## src/hw/rtl/gf2hd_pkg.sv

```systemverilog
package gf2hd_pkg;

   // Default and limits of the sequence length.
   localparam int SEQ_LEN_DEFAULT = 64;
   localparam int LEN_MIN = 4;
   localparam int LEN_W = 7;
   localparam int ROW_W = 64;
   localparam int JNUM_W = 6;
   localparam int MAT_N = 32;
   localparam int MIDX_W = 5;

   typedef enum logic [2:0] {
      S_LOAD,
      S_ROW0,
      S_ROW1,
      S_MAT,
      S_ELIM,
      S_ROWOUT
   } state_type;

   // Commands from the controller to the datapath.
   typedef struct packed {
      logic accept;
      logic emit0;
      logic emit1;
      logic mat_load;
      logic elim_step;
      logic pos_done;
      logic emit_row;
      logic row_next;
      logic clear_seq;
   } cmd_type;

   // Status from the datapath to the controller.
   typedef struct packed {
      logic last_bit;
      logic pivot_none;
      logic col_last;
      logic pos_last;
      logic row_last;
   } status_type;

endpackage

```

## src/hw/rtl/gf2hd_ctrl.sv

```systemverilog
module gf2hd_ctrl (
   input  logic                  clock,
   input  logic                  reset,
   input  logic                  start,
   input  gf2hd_pkg::status_type status,
   output gf2hd_pkg::cmd_type    cmd,
   output logic                  busy
);

   gf2hd_pkg::state_type state_ff, state_in;

   // State register.
   always_ff @(posedge clock) begin
      if (reset) begin
         state_ff <= gf2hd_pkg::S_LOAD;
      end else begin
         state_ff <= state_in;
      end
   end

   // Next state.
   always_comb begin
      state_in = state_ff;
      unique case (state_ff)
         gf2hd_pkg::S_LOAD: begin
            if (start && status.last_bit) state_in = gf2hd_pkg::S_ROW0;
         end
         gf2hd_pkg::S_ROW0: state_in = gf2hd_pkg::S_ROW1;
         gf2hd_pkg::S_ROW1: state_in = gf2hd_pkg::S_MAT;
         gf2hd_pkg::S_MAT: state_in = gf2hd_pkg::S_ELIM;
         gf2hd_pkg::S_ELIM: begin
            if (status.pivot_none || status.col_last) begin
               state_in = status.pos_last ? gf2hd_pkg::S_ROWOUT : gf2hd_pkg::S_MAT;
            end
         end
         gf2hd_pkg::S_ROWOUT: begin
            state_in = status.row_last ? gf2hd_pkg::S_LOAD : gf2hd_pkg::S_MAT;
         end
         default: state_in = gf2hd_pkg::S_LOAD;
      endcase
   end

   // Command outputs.
   always_comb begin
      cmd = '0;
      unique case (state_ff)
         gf2hd_pkg::S_LOAD: cmd.accept = start;
         gf2hd_pkg::S_ROW0: cmd.emit0 = 1'b1;
         gf2hd_pkg::S_ROW1: cmd.emit1 = 1'b1;
         gf2hd_pkg::S_MAT: cmd.mat_load = 1'b1;
         gf2hd_pkg::S_ELIM: begin
            cmd.elim_step = 1'b1;
            cmd.pos_done = status.pivot_none || status.col_last;
         end
         gf2hd_pkg::S_ROWOUT: begin
            cmd.emit_row = 1'b1;
            cmd.row_next = !status.row_last;
            cmd.clear_seq = status.row_last;
         end
         default: cmd = '0;
      endcase
   end

   assign busy = (state_ff != gf2hd_pkg::S_LOAD);

endmodule

```

## config.mk

```make
export PLATFORM = sky130hd
export DESIGN_NAME = gf2hd_ctrl
export DESIGN_NICKNAME = d
export VERILOG_FILES = /design/src/hw/rtl/gf2hd_pkg.sv /design/src/hw/rtl/gf2hd_ctrl.sv
export SDC_FILE = /design/constraint.sdc
export NUM_CORES = 1
export LEC_CHECK = 0
export BUFFER_PORTS_ARGS = -buffer_cell sky130_fd_sc_hd__buf_2
export CORE_AREA = 2 2 39 41
export CTS_CLUSTER_SIZE = 30
export DETAILED_ROUTE_END_ITERATION = 12
export DIE_AREA = 0 0 41 43
export PLACE_DENSITY_LB_ADDON = 0.15
export REMOVE_ABC_BUFFERS = 1
export SLEW_MARGIN = 40
export SYNTH_ARGS = -nofsm -noshare
export SYNTH_HDL_FRONTEND = slang
export SYNTH_SLANG_ARGS = --single-unit
```

## constraint.sdc

```tcl
create_clock -name clock -period 1.5 [get_ports clock]
set_input_delay 0.15 -clock clock [delete_from_list [all_inputs] [get_ports clock]]
set_output_delay 0.15 -clock clock [all_outputs]
set_load 0.05 [all_outputs]
```

==> run_results.csv, run 1 <==
group,metric,value,unit
yosys,synth.most_common_cell,"nor3_1",
run,maxCapViolations,0,
critical_path,r2r-start,"state_ff[1]",
routing,wl_per_cell,9.00,um
critical_path,worstSetupPathType,"reg2out",
critical_path,worstPathArrival,1.25,ns
clock_network,postCtsSetupBuffers,0,
routing,wirelength,612,um
sta,worst_pin_slew,0.230,ns
yosys,yosysTopAreaCell,"dfxtp_1",
final_layout,synthToLayoutAreaGrowth,65.6,%
yosys,syn_area_per_cell,7.27,um2
floorplanning,ios,18,
floorplanning,die_y,43,um
clock_network,clkLatencyLatePin,0.23,ns
sta,fmax,0.716,GHz
yosys,synthDistinctLibCells,18,
yosys,netlist.area_leader.share,0.267,
sta,finalCriticalPeriod,1.40,ns
power,p_per_area,957,nW/um2
clock_network,cts_hold_buffers,0,
final_layout,drive_above_1_share,0.558,
yosys,synth_mux_area_frac,0,
critical_path,path_max_fanout,8,
clock_network,cts-root-buf,"clkbuf_4",
power,power_leakage,0.197,nW
routing,postRouteAntennaNets,0,
global_route,grt_max_degree,9,
critical_path,reg2reg_depth,3,
yosys,synth_compound_area_frac,0.200,
sta,setup_tns,0,ns
routing,firstDrtPassIters,2,
final_layout,antenna_cells,0,
place,place_inst,64,
routing,wl_met1,280,um
place,io_buffers,17,
yosys,ys.flop_type,"dfxtp_1",
final_layout,fillCellCount,161,
clock_network,clock-sinks,3,
floorplanning,coreArea,1380,um2
routing,via_per_inst,4.12,
sta,drv_slew,0,
power,p_sw_frac,0.371,
critical_path,required,1.35,ns
final_layout,largest_reg_flops,3,
routing,highest_layer,"met4",
place,hpwl,486,um
routing,num_vias,280,
sta,fin_skew,0.00715,ns
yosys,synth_fa_ha_area_frac,0,
critical_path,end_kind,"output pin",
clock_network,cts.path.max_buffers,2,
power,intPower,0.000225,W
yosys,synth_xor_area_frac,0,
final_layout,nNetsFinal,61,
sta,setup_viol,0,
place,gp_congestion,0.608,
sta,finalCritPeriodShare,0.931,
critical_path,start_kind,"flip-flop",
place,pre_cts_ws,0.190,ns
final_layout,regMostFlops,"state_ff",
yosys,synth.ff_latch_count,3,
routing,wl_met2,265,um
clock_network,path_clk_slew,0.04,ns
floorplanning,die_x,41,um
yosys,synth_top_family_by_area,"simple AND/OR/NAND/NOR gates",
final_layout,largestRegisters,"state_ff x3",
clock_network,cts_tree,"done",
floorplanning,die_area,1760,um2
yosys,ys_seq_area_frac,0.267,
global_route,track_usage,0.0892,
yosys,yosysWarnings,0,
critical_path,r2r-end,"state_ff[0]",
final_layout,fin_area,373,um2
global_route,antenna_found_initial,0,
sta,fin_ws,0.104,ns
yosys,synth-edff-count,0,
global_route,grt_pass1_wl,979,um
power,clkPwrFrac,0.400,
final_layout,utilization,0.269,
global_route,grt_pass1_vias,266,
global_route,grt_overflow,0,
sta,rsz0062_at_grt,"no",
sta,slew_headroom,0.846,
floorplanning,num_rows,14,
yosys,synthArstFlopShare,0,
floorplanning,start_util,0.163,
power,switching_power,0.000132,W
outcome,status,"complete, no violations",
clock_network,tritoncts.num_buffers,3,
yosys,synth_area_leaders,"dfxtp_1 (27%), nor3_1 (8.9%), a21oi_1 (6.7%)",
sta,hold_viol_final,0,
power,vdd_drop_max,414,uV
routing,drc,0,
routing,met3RoutedLength,56,um
yosys,syn_inst,31,
yosys,syn_area,225,um2
critical_path,regToRegSetupSlack,0.39,ns
final_layout,layout.cells.non_filler,68,
routing,drtIter0Drc,3,
yosys,synth_common_cells,"nor3_1 (4), a21oi_1 (3), dfxtp_1 (3), inv_1 (3)",
power,comb_power_share,0.326,
clock_network,htreeDepth,1,
hold_path,hold_path.class,"in2reg",
yosys,yosys.area_share.simple,0.461,
power,p_seq_frac,0.274,
critical_path,crit_path_end,"cmd[5]",
critical_path,critPathLaunch,"state_ff[0]",
place,place_area,333,um2
==> worst max-delay path, stage by stage, from the launching register on <==
cell	delay [ns]
dfxtp_2	0.39
nand2_1	0.06
or2_2	0.28
inv_1	0.06
clkbuf_4	0.22
==> power by group through the flow <==
stage / combinational, W / sequential, W / clock, W
final: 0.000116 / 0.0000977 / 0.000143
after global routing: 0.000125 / 0.0000990 / 0.000154
after CTS: 0.000117 / 0.0000977 / 0.000151
after detailed placement: 0.000117 / 0.0000970 / 0
after global placement: 0.000118 / 0.0000968 / 0
after floorplan: 0.0000814 / 0.0000943 / 0
==> per-stage QoR <==
step                      hold slack (ns)  power, W
after floorplan                     0.219  0.000176
after global placement              0.335  0.000215
after detailed placement            0.335  0.000214
after CTS                          0.0804  0.000366
after global routing               0.0832  0.000378
final                              0.0830  0.000357
==> placed cells by master (no fill, tap or decap) <==
cell | netlist | final
inv_1 | 3 | 3
o21ai_0 | 2 | 2
o31a_1 | 1 | 1
nand2b_1 | 1 | 1
clkbuf_1 | 0 | 1
nor2b_1 | 1 | 1
buf_4 | 0 | 1
and3b_1 | 1 | 1
nor2_1 | 2 | 2
a21oi_1 | 3 | 3
o221a_2 | 1 | 1
nor3b_2 | 0 | 1
and2_1 | 2 | 2
clkbuf_4 | 0 | 5
nor2b_4 | 1 | 1
or2_2 | 1 | 1
nand2_1 | 2 | 2
buf_2 | 0 | 15
and2_2 | 1 | 1
dfxtp_2 | 0 | 3
nor3_1 | 4 | 4
==> timing repair <==
| item | 4_1_cts | 5_1_grt |
|---|---|---|
| endpoints found under the setup margin | 2 | 5 |
| hold endpoints to repair | 0 | 0 |
| pin swaps | 0 | 0 |
| resized for setup | 3 | 3 |
==> worst min-delay path by stage <==
stage	start	endpoint	slack, ns	cells after the start
floorplan	reset	state_ff[2]	0.22	1
global placement	reset	state_ff[2]	0.33	2
detailed placement	reset	state_ff[2]	0.34	2
CTS	reset	state_ff[2]	0.08	2
global route	reset	state_ff[2]	0.08	2
finish	reset	state_ff[2]	0.08	2
==> cell families (layout without fill, tap and decap cells) <==
group / Yosys count / after routing
buffers and inverters: 4 / 25
DFF: 3 / 3
AOI/OAI and AO/OA: 7 / 7
and+or+nand+nor: 17 / 17
==> layer usage <==
layer / global-route usage / up-vias
met4: 0.120 / 0
met3: 0.0157 / 2
met2: 0.113 / 12
li1: - / 147
met1: 0.102 / 119
met5: 0 / -
==> final cells by class <==
class / count / area (um2) / share of cell area
clock buffers: 4 / 26.3 / 0.0705
flip-flops and latches: 3 / 63.8 / 0.171
multi-input cells: 24 / 154 / 0.413
well taps: 16 / 20.0 / 0.0537
repair buffers: 18 / 97.6 / 0.262
inverters: 3 / 11.3 / 0.0302
Power figures use the tool's default switching activity.
==> run 2: changes to the inputs <==
--- a/config.mk
+++ b/config.mk
@@ -11,6 +11,7 @@
 export DETAILED_ROUTE_END_ITERATION = 12
 export DIE_AREA = 0 0 41 43
 export PLACE_DENSITY_LB_ADDON = 0.15
+export RECOVER_POWER = 100
 export REMOVE_ABC_BUFFERS = 1
 export SLEW_MARGIN = 40
 export SYNTH_ARGS = -nofsm -noshare
==> run 2 against run 1 <==
Final cell count stayed put. First-iteration DRC count stayed put. Register-to-register slack about the same. Die area is the same. Critical endpoint is now cmd[1]. Largest cell class unchanged.
==> run_results.csv, run 2 (synthesis gave the netlist of run 1 again) <==
group,metric,value,unit
sta,fin_skew,0.00715,ns
final_layout,largestRegisters,"state_ff x3",
floorplanning,coreArea,1380,um2
sta,hold_slack,0.0832,ns
critical_path,worstSetupPathType,"reg2out",
routing,num_vias,280,
floorplanning,die_area,1760,um2
hold_path,hold_path.class,"in2reg",
global_route,grt_overflow,0,
clock_network,clkLatencyLatePin,0.23,ns
sta,finalCritPeriodShare,0.935,
global_route,grt.met2_usage,0.113,
critical_path,path_max_fanout,8,
critical_path,required,1.35,ns
final_layout,synthToLayoutAreaGrowth,65.6,%
clock_network,path_clk_slew,0.04,ns
sta,setup_viol,0,
floorplanning,die_x,41,um
routing,wirelength,611,um
power,p_per_area,955,nW/um2
routing,firstDrtPassIters,2,
sta,fmax,0.713,GHz
final_layout,final_common_cell,"buf_2",
final_layout,antenna_cells,0,
critical_path,end_kind,"output pin",
place,hpwl,486,um
routing,postRouteAntennaNets,0,
global_route,grt_pass1_vias,266,
clock_network,cts_tree,"done",
critical_path,worstPathArrival,1.25,ns
place,pre_cts_ws,0.190,ns
sta,slew_headroom,0.816,
final_layout,most-common-layout-cells,"buf_2 (10), clkbuf_4 (6), clkbuf_2 (5)",
floorplanning,num_rows,14,
sta,setup_tns,0,ns
final_layout,largest_reg_flops,3,
power,power_leakage,0.193,nW
final_layout,drive_above_1_share,0.558,
sta,fin_ws,0.0980,ns
final_layout,nNetsFinal,61,
floorplanning,ios,18,
power,power,0.000356,W
floorplanning,die_y,43,um
routing,drtIter0Drc,3,
routing,wl_per_cell,8.99,um
clock_network,cts_hold_buffers,0,
sta,hold_viol_final,0,
clock_network,tritoncts.num_buffers,3,
routing,drc,0,
sta,drv_slew,0,
clock_network,cts-root-buf,"clkbuf_4",
place,io_buffers,17,
global_route,grt_max_degree,9,
clock_network,clock-sinks,3,
global_route,busiest_layer,"met4",
final_layout,regMostFlops,"state_ff",
sta,rsz0062_at_grt,"no",
run,maxCapViolations,0,
critical_path,start_kind,"flip-flop",
power,vdd_drop_max,414,uV
global_route,antenna_found_initial,0,
clock_network,cts.path.max_buffers,2,
floorplanning,start_util,0.163,
outcome,status,"complete, no violations",
global_route,grt_pass1_wl,979,um
place,gp_congestion,0.608,
clock_network,htreeDepth,1,
final_layout,layout.cells.non_filler,68,
sta,worst_pin_slew,0.277,ns
global_route,track_usage,0.0892,
global_route,grt_util_met3,0.0157,
sta,finalCriticalPeriod,1.40,ns
place,place_inst,64,
routing,via_per_inst,4.12,
global_route,use_met1,0.102,
## run 2: timing repair
action | 4_1_cts | 5_1_grt
buffers inserted | 0 | 0
endpoints found under the setup margin | 2 | 5
gates resized for setup | 3 | 3
pin swaps | 0 | 0
endpoints found under the hold margin | 0 | 0
## run 2: path summary, 6_finish.rpt
path                                   from     endpoint  slack [ns]  cells after the start
worst max-delay path            state_ff[0]       cmd[1]         0.1                      3
worst min-delay path                  reset  state_ff[2]        0.08                      2
worst max register to register  state_ff[1]  state_ff[0]        0.38                      3
worst min register to register  state_ff[1]  state_ff[2]        0.59                      3
## run 2: layer usage
metal	routed length, um	vias to the layer above	share of wire
met3	54	2	0.088
met5	0	-	0
met1	282	119	0.46
met2	264	12	0.43
li1	-	147	-
met4	10	0	0.016
## run 2: stage by stage
stage | instance area (um2) | util
floorplan | 220 | -
global placement | 333 | 0.241
detailed placement | 333 | 0.241
CTS | 367 | 0.265
global route | 373 | 0.269
finish | 373 | 0.269
## run 2: layout make-up
| type | instances | area [um2] |
|---|---|---|
| fill | 161 | 1010 |
| multi-input combinational | 24 | 154 |
| timing repair buffer | 18 | 97.6 |
| sequential | 3 | 63.8 |
| clock buffer | 4 | 26.3 |
| tap | 16 | 20.0 |
| inverter | 3 | 11.3 |
## run 2: power breakdown
part	internal [W]	switching [W]	leakage, nW
clock network	0.0000998	0.0000428	0.0150
logic	0.0000374	0.0000786	0.152
registers	0.0000868	0.0000109	0.0258
## run 2: worst max-delay path: stages, from the launching register on
cell     delay [ns]
dfxtp_2        0.39
and3b_1        0.21
nor2b_4        0.15
buf_2          0.26
==> run 3: changes to the inputs <==
==> constraint.sdc (replaced) <==
create_clock -name clock -period 1.6 [get_ports clock]
set_input_delay 0.16 -clock clock [delete_from_list [all_inputs] [get_ports clock]]
set_output_delay 0.16 -clock clock [all_outputs]
set_load 0.05 [all_outputs]
==> run 3 against run 2 <==
Worst setup slack lost 0.011 ns. Final cell count shrank 1.5%. Design area shrank 2.7%. Via count shrank 3.6%. Largest cell class unchanged. Utilization shrank 0.72 points. Non-clock buffer count shrank 1.
==> run_results.csv, run 3 (synthesis gave the netlist of run 1 again) <==
group,metric,value,unit
outcome,status,"complete, no violations",
global_route,antenna_found_initial,0,
final_layout,largest_reg_flops,3,
routing,wl_per_cell,9.16,um
clock_network,cts_tree,"done",
sta,fmax,0.661,GHz
clock_network,path_clk_slew,0.04,ns
final_layout,largestRegisters,"state_ff x3",
hold_path,hold_path_depth,2,
sta,worst_pin_slew,0.276,ns
final_layout,drive_above_1_share,0.529,
routing,postRouteAntennaNets,0,
final_layout,regMostFlops,"state_ff",
place,hpwl,481,um
routing,drtIter0Drc,1,
sta,finalCriticalPeriod,1.51,ns
final_layout,synthToLayoutAreaGrowth,61.1,%
critical_path,path_cells,"nand2_1, or2_2, inv_1, buf_2",
final_layout,antenna_cells,0,
place,pre_cts_ws,0.286,ns
global_route,grt.met2_usage,0.109,
clock_network,cts-root-buf,"clkbuf_4",
clock_network,tritoncts.num_buffers,3,
clock_network,htreeDepth,1,
sta,slew_headroom,0.816,
critical_path,required,1.44,ns
global_route,grt_util_met3,0.0157,
global_route,grt_pass1_vias,257,
critical_path,slowest_stage,"dfxtp_1",
sta,fin_ws,0.0868,ns
routing,num_vias,270,
power,power_leakage,0.195,nW
final_layout,most-common-layout-cells,"buf_2 (17), inv_1 (3), nor3_1 (3), a21oi_1 (3), clkbuf_4 (3)",
power,vdd_drop_max,400,uV
critical_path,reg2reg_depth,3,
sta,rsz0062_at_grt,"yes",
critical_path,path_max_fanout,8,
sta,finalCritPeriodShare,0.946,
final_layout,final_common_cell,"buf_2",
critical_path,worstSetupPathType,"reg2out",
critical_path,critPathMaxStageDelay,0.47,ns
routing,wirelength,614,um
sta,setup_viol,0,
final_layout,fillCellCount,168,
run,maxCapViolations,0,
clock_network,cts_hold_buffers,0,
critical_path,worstPathArrival,1.35,ns
routing,firstDrtPassIters,2,
clock_network,clkLatencyLatePin,0.23,ns
sta,fin_skew,0.00497,ns
floorplanning,coreArea,1380,um2
floorplanning,start_util,0.163,
clock_network,ctsResizeCount,0,
critical_path,start_kind,"flip-flop",
critical_path,end_kind,"output pin",
clock_network,cts.path.max_buffers,2,
global_route,grt_max_degree,9,
final_layout,seqCellArea,61.3,um2
power,p_per_area,908,nW/um2
global_route,busiest_layer,"met4",
global_route,grt_pass1_wl,979,um
place,gp_congestion,0.614,
floorplanning,die_x,41,um
floorplanning,die_y,43,um
floorplanning,die_area,1760,um2
sta,hold_slack,0.0946,ns
routing,via_per_inst,4.03,
floorplanning,num_rows,14,
hold_path,hold_path.class,"in2reg",
sta,drv_slew,0,
floorplanning,ios,18,
final_layout,multi_input_area,159,um2
place,io_buffers,17,
clock_network,postCtsSetupBuffers,0,
routing,drc,0,
sta,hold_viol_final,0,
clock_network,clock-sinks,3,
global_route,grt_overflow,0,
global_route,track_usage,0.0901,
global_route,use_met1,0.108,
final_layout,nNetsFinal,60,
-- run 3: cell count changes in the layout (fill, tap and decap cells not counted), sizes merged --
cell	previous run	this run
clkbuf	12	4
buf	10	17
-- run 3: final timing paths --
check                           slack [ns]        start     endpoint
worst max-delay path                  0.09  state_ff[1]       cmd[5]
worst min-delay path                  0.09        reset  state_ff[2]
worst min register to register        0.62  state_ff[0]  state_ff[2]
worst max register to register        0.38  state_ff[1]  state_ff[0]
-- run 3: metal layers --
| layer | part of all wire | wire [um] |
|---|---|---|
| met1 | 0.44 | 273 |
| met2 | 0.46 | 283 |
| met3 | 0.077 | 47 |
| met4 | 0.016 | 10 |
| met5 | 0 | 0 |
-- run 3: power breakdown --
| group | internal, W | switching (W) | total (W) |
|---|---|---|---|
| logic | 0.0000311 | 0.0000728 | 0.000104 |
| registers | 0.0000810 | 0.0000107 | 0.0000917 |
| clock network | 0.0000936 | 0.0000403 | 0.000134 |
| total | 0.000206 | 0.000124 | 0.000330 |
-- run 3: worst max-delay path, delay by kind of cell, from the launching register on --
family,cells,cell delay (ns)
flops,1,0.47
simple gates,2,0.36
buf+inv,2,0.30
-- run 3: through the flow --
stage / utilization / setup TNS (ns) / total power (W) / std cells / cell area [um2]
global route: 0.262 / -0.0195 / 0.000349 / 67 / 363
floorplan: - / -1.85 / 0.000165 / 30 / 220
finish: 0.262 / 0 / 0.000330 / 67 / 363
detailed placement: 0.235 / 0 / 0.000194 / 63 / 325
global placement: 0.235 / 0 / 0.000195 / 63 / 325
CTS: 0.254 / 0 / 0.000336 / 67 / 352
-- run 3: layout make-up --
cell class | count | area share
clock buffer | 4 | 0.0724
inverter | 3 | 0.0310
multi-input combinational | 24 | 0.438
sequential | 3 | 0.169
tap | 16 | 0.0552
timing repair buffer | 17 | 0.234
